### src/rtl/sorted_key_list_unit_macros.svh
// Assertion macros shared by the sorted key list RTL.
`ifndef SORTED_KEY_LIST_UNIT_MACROS_SVH
`define SORTED_KEY_LIST_UNIT_MACROS_SVH

// Check a condition in the same cycle as its trigger.
`define SKL_ASSERT_NOW(lbl, clk, rst_n, ante, cons, msg) \
    lbl: assert property (@(posedge clk) disable iff (!rst_n) (ante) |-> (cons)) \
        else $error(msg);

// Check a condition in the cycle after its trigger.
`define SKL_ASSERT_NEXT(lbl, clk, rst_n, ante, cons, msg) \
    lbl: assert property (@(posedge clk) disable iff (!rst_n) (ante) |=> (cons)) \
        else $error(msg);

`endif

### src/rtl/skl_pkg.sv
// Types and constants for the sorted key list.
package skl_pkg;

    // Fixed field widths on the stream ports
    localparam int MODE_W     = 2;
    localparam int KEY_W      = 16;
    localparam int HANDLE_W   = 16;
    localparam int POS_W      = 9;
    localparam int STATUS_W   = 2;
    localparam int FILL_W     = 9;
    localparam int IN_DATA_W  = 48;
    localparam int OUT_DATA_W = 48;

    typedef enum logic [MODE_W-1:0] {
        MODE_INSERT   = 2'd0,
        MODE_REMOVE   = 2'd1,
        MODE_GET      = 2'd2,
        MODE_CONTAINS = 2'd3
    } t_mode;

    typedef enum logic [STATUS_W-1:0] {
        STATUS_OK       = 2'd0,
        STATUS_NO_ENTRY = 2'd1,
        STATUS_FULL     = 2'd2
    } t_status;

    typedef enum logic [1:0] {
        S_IDLE,
        S_CMP,
        S_UPD
    } t_state;

    // Broadcast control from the sequencer to every cell
    typedef struct packed {
        logic eval;       // latch compare flags
        logic rd_ok;      // read index lies inside the list
        logic apply_ins;  // open a gap and write the new entry
        logic apply_rem;  // close the gap at the first equal key
    } t_cell_ctl;

    // Registered flags of one cell
    typedef struct packed {
        logic take;  // slot is empty or its key is >= the command key
        logic eq;    // slot is occupied and its key equals the command key
        logic rd;    // slot is the one addressed by a get
    } t_cell_flags;

endpackage

### src/rtl/skl_cell.sv
// One slot of the sorted list: compare against the broadcast key, shift with neighbors.
module skl_cell #(
    parameter int CAPACITY    = 256,
    parameter int KEY_BITS    = 16,
    parameter int HANDLE_BITS = 16,
    parameter int INDEX       = 0
) (
    input  logic                               i_clk,
    input  logic                               i_rst_n,
    input  skl_pkg::t_cell_ctl                 i_ctl,
    input  logic [KEY_BITS-1:0]                i_cmd_key,
    input  logic [HANDLE_BITS-1:0]             i_cmd_handle,
    input  logic [$clog2(CAPACITY+1)-1:0]      i_count,
    input  logic [$clog2(CAPACITY)-1:0]        i_rd_index,
    input  logic                               i_left_take,
    input  logic [KEY_BITS-1:0]                i_left_key,
    input  logic [HANDLE_BITS-1:0]             i_left_handle,
    input  logic [KEY_BITS-1:0]                i_right_key,
    input  logic [HANDLE_BITS-1:0]             i_right_handle,
    output skl_pkg::t_cell_flags               o_flags,
    output logic [KEY_BITS-1:0]                o_key,
    output logic [HANDLE_BITS-1:0]             o_handle,
    output logic [KEY_BITS-1:0]                o_rd_key,
    output logic [HANDLE_BITS-1:0]             o_rd_handle
);
    import skl_pkg::*;

    localparam int CW = $clog2(CAPACITY + 1);
    localparam int AW = $clog2(CAPACITY);

    logic [KEY_BITS-1:0]    r_key;
    logic [HANDLE_BITS-1:0] r_handle;
    logic [KEY_BITS-1:0]    n_key;
    logic [HANDLE_BITS-1:0] n_handle;
    t_cell_flags            r_flags;
    t_cell_flags            n_flags;
    logic                   w_occupied;
    logic                   w_ge;

    assign w_occupied = CW'(INDEX) < i_count;
    assign w_ge       = r_key >= i_cmd_key;

    // Latch compare flags while the command is evaluated
    always_comb begin
        n_flags = r_flags;
        if (i_ctl.eval) begin
            n_flags.take = !w_occupied || w_ge;
            n_flags.eq   = w_occupied && (r_key == i_cmd_key);
            n_flags.rd   = i_ctl.rd_ok && (i_rd_index == AW'(INDEX));
        end
    end

    // Shift right on insert, shift left on remove, else hold
    always_comb begin
        n_key    = r_key;
        n_handle = r_handle;
        if (i_ctl.apply_ins) begin
            if (i_left_take) begin
                n_key    = i_left_key;
                n_handle = i_left_handle;
            end else if (r_flags.take) begin
                n_key    = i_cmd_key;
                n_handle = i_cmd_handle;
            end
        end else if (i_ctl.apply_rem) begin
            if (r_flags.take && w_occupied) begin
                n_key    = i_right_key;
                n_handle = i_right_handle;
            end
        end
    end

    always_ff @(posedge i_clk) begin
        if (!i_rst_n) begin
            r_flags <= '0;
        end else begin
            r_flags <= n_flags;
        end
    end

    always_ff @(posedge i_clk) begin
        r_key    <= n_key;
        r_handle <= n_handle;
    end

    assign o_flags     = r_flags;
    assign o_key       = r_key;
    assign o_handle    = r_handle;
    assign o_rd_key    = r_flags.rd ? r_key : '0;
    assign o_rd_handle = r_flags.rd ? r_handle : '0;

endmodule

### config.mk
export PLATFORM = sky130hd
export DESIGN_NAME = skl_cell
export DESIGN_NICKNAME = d
export VERILOG_FILES = /design/src/rtl/sorted_key_list_unit_macros.svh /design/src/rtl/skl_pkg.sv /design/src/rtl/skl_cell.sv
export SDC_FILE = /design/constraint.sdc
export NUM_CORES = 1
export LEC_CHECK = 0
export ABC_AREA = 1
export ABC_CLOCK_PERIOD_IN_PS = 4000
export BUFFER_PORTS_ARGS = -buffer_cell sky130_fd_sc_hd__buf_4
export CAP_MARGIN = 30
export CORE_ASPECT_RATIO = 1.1
export CORE_UTILIZATION = 41
export DETAILED_ROUTE_END_ITERATION = 10
export GPL_TIMING_DRIVEN = 0
export PLACE_DENSITY = 0.82
export SLEW_MARGIN = 30
export SYNTH_ARGS = -nofsm -noshare
export SYNTH_HDL_FRONTEND = slang
export SYNTH_SLANG_ARGS = --single-unit
### constraint.sdc
create_clock -name i_clk -period 4 [get_ports i_clk]
set_input_delay 0.2 -clock i_clk [delete_from_list [all_inputs] [get_ports i_clk]]
set_output_delay 0.2 -clock i_clk [all_outputs]
set_load 0.005 [all_outputs]
==> impl_metrics.yaml <==
grt:
  grt_pass1_vias: 2956
  grt_pass1_wl_um: 13100
  grt_usage_pct: 25.7
  grt_max_degree: 18
  globalRouteOverflowTotal: 0
  antenna_found_initial: 0
logic_synthesis:
  synth_compound_area_share_pct: 10.1
  synth_fp_nets: 488
  synth-async-reset-ratio_pct: 0
  synth_common_cells: "nand2_1, inv_1, nor2_1, a31oi_1, edfxtp_1"
  netlist_top_cells_area: "edfxtp_1, nand2_1, inv_1, a31oi_1, ha_1"
  yosysWarnings: 0
  yosys.area_share.simple_pct: 28.0
  synth_xor_area_share_pct: 0
  syn_area_um2: 2520
  ys_ff_latch: 35
  synth_area_leader_cell: "edfxtp_1"
  ys_seq_area_share_pct: 40.5
  ys_types: 22
  synth.avg_cell_area_um2: 7.17
  synthMuxAreaShare_pct: 0
  synth_edf_count: 32
  synth_top_area_share_pct: 38.1
  synthAdderAreaFrac_pct: 7.94
  synth_top_family_by_area: "simple AND/OR/NAND/NOR gates"
  ys.flop_type: "edfxtp_1"
  synth_most_common_cell: "nand2_1"
  synthCells: 352
route:
  drc: 0
  via_per_inst: 4.80
  vias: 2986
  firstDrtPassIters: 4
  drt-wirelength-per-cell_um: 13.3
  drt_iter0_markers: 102
  wirelength_um: 8300
  ant_nets: 0
clocking:
  cts.sinks: 35
  ctsLongestPathBuffers: 2
  cts-resized-gates: 0
  clkLatencyLatePin_ns: 0.29
  cts_root_buf: "clkbuf_8"
  cts_htree_levels: 2
  cts_tree: "yes"
  post-cts-setup-buffer-count: 0
  cts.clk_slew.worst_paths_ns: 0.07
  numCtsBuffers: 5
  holdBufCountCts: 0
floorplan:
  core_um2: 5840
  die_area_um2: 6470
  die_h_um: 84.3
  ios: 187
  rows: 29
  initial_core_util_pct: 43.2
  die_w_um: 76.8
critical_path:
  reg2reg_to: "o_key[13]"
  crit_path_end: "o_rd_handle[6]"
  crit_path_start: "o_flags[0]"
  arrival_ns: 1.40
  crit_type: "reg2out"
  r2r_slack_ns: 2.45
  worstReg2RegStart: "o_flags[2]"
  worst-r2r-cell-count: 3
  slowest_delay_ns: 0.34
  path_max_fanout: 10
  worst-path-buf-inv: 4
  cp_cell_sequence: "clkbuf_1 -> buf_2 -> nand2_1 -> inv_1 -> buf_4"
  crit_cells: 5
  critical_path.top_delay_family: "buffers and inverters"
  end_kind: "output port"
  crit_required_ns: 3.80
  critPathSlowestCell: "dfxtp_1"
  cp-start-kind: "register"
pwr:
  totalPowerFinal_mw: 1.01
  power.density_nw_per_um2: 245
  vdd_drop_max_v: 0.000172
  p_leak_nw: 2.34
timing:
  worstMarginPinSlew_ns: 0.678
  finalClockSkew_ns: 0.00655
  final_hold_viol_count: 0
  rsz0062_at_grt: "no"
  finalSetupTns_ns: 0
  relSlewSlack_pct: 54.6
  setup_viol: 0
  slew_viol_final: 0
  finalCriticalPeriod_ns: 1.60
  layout_worst_path_cycle_share_pct: 40.0
  fmax_mhz: 625
placement:
  place_congestion: 0.804
  place_hpwl_um: 6670
  io_buffers: 184
layout:
  fin_util_pct: 70.7
  area_delta_synth_final_pct: 63.6
  fin_nets: 680
  final_layout_size_suffix_gt1_share_pct: 39.4
  antenna-diode-count: 0
  fillers: 502
flow_run:
  cap_violations: 0
outcome:
  status: "completed"
min_path:
  min_path_type: "in2reg"
per-stage QoR:
stage / instance area (um^2) / setup slack [ns] / cells / hold WS, ns
CTS: 4130 / 2.36 / 622 / 0.180
global placement: 4000 / -0.444 / 613 / 0.476
finish: 4130 / 2.40 / 622 / 0.192
floorplan: 2520 / 0.831 / 352 / 0.342
global route: 4130 / 2.29 / 622 / 0.196
detailed placement: 4040 / 2.37 / 614 / 0.492
registers in the layout (all words and copies together) (netlist names):
name,cells
o_flags,3
o_handle,16
o_key,16
area by class of cell:
type                       instances  area (um^2)  area share [%]
tap                               77         96.3            2.33
sequential                        35         1020            24.7
multi-input combinational        239         1170            28.4
inverter                          60          225            5.46
buffer                            18          114            2.76
clock buffer                       5         68.8            1.67
timing repair buffer             185         1410            34.1
clock inverter                     3         20.0           0.485
kinds of logic after synthesis:
group / Yosys count
and+or+nand+nor: 181
buffers and inverters: 78
AOI/OAI and AO/OA: 42
DFF: 35
adders and majority gates: 16
where the power goes:
part | leakage [nW] | switching [mW] | total (mW) | internal [mW]
Sequential | 0.329 | 0.0218 | 0.463 | 0.441
Combinational | 1.97 | 0.126 | 0.290 | 0.164
Clock | 0.0402 | 0.137 | 0.258 | 0.121
routing by layer:
layer  track usage [%]  part of all wire (%)  up-vias
li1                  -                     -     1496
met5                 0                     0        -
met1              26.6                    36     1336
met4              8.22                  0.94        0
met3              6.63                   9.1        6
met2              49.8                    54      148
worst reg2reg max path, cell delays in order (launching register included):
cell     delay, ns
dfxtp_1       0.36
nand2_1       0.10
o21ai_4       0.57
buf_16        0.23
placed cells by master, fill, tap and decap left out, types with 3 or more instances in the layout:
master    count
a21oi_1       4
a31oi_1      32
buf_2        10
buf_4       187
buf_6         3
clkbuf_8      5
dfxtp_1       3
edfxtp_1     32
ha_1         16
inv_1        59
nand2_1     122
nand3_1       4
nor2_1       48
o21ai_0       3
worst min-delay path by stage:
stage	start	endpoint	slack [ns]	cells after the start
after CTS	i_rst_n	o_flags[1]	0.18	3
after global placement	i_rst_n	o_flags[1]	0.48	3
after floorplan	i_rst_n	o_flags[1]	0.34	2
after detailed placement	i_rst_n	o_flags[1]	0.49	3
after global routing	i_rst_n	o_flags[2]	0.20	3
final	i_rst_n	o_flags[1]	0.19	3
(Power assumes the default switching activity.)
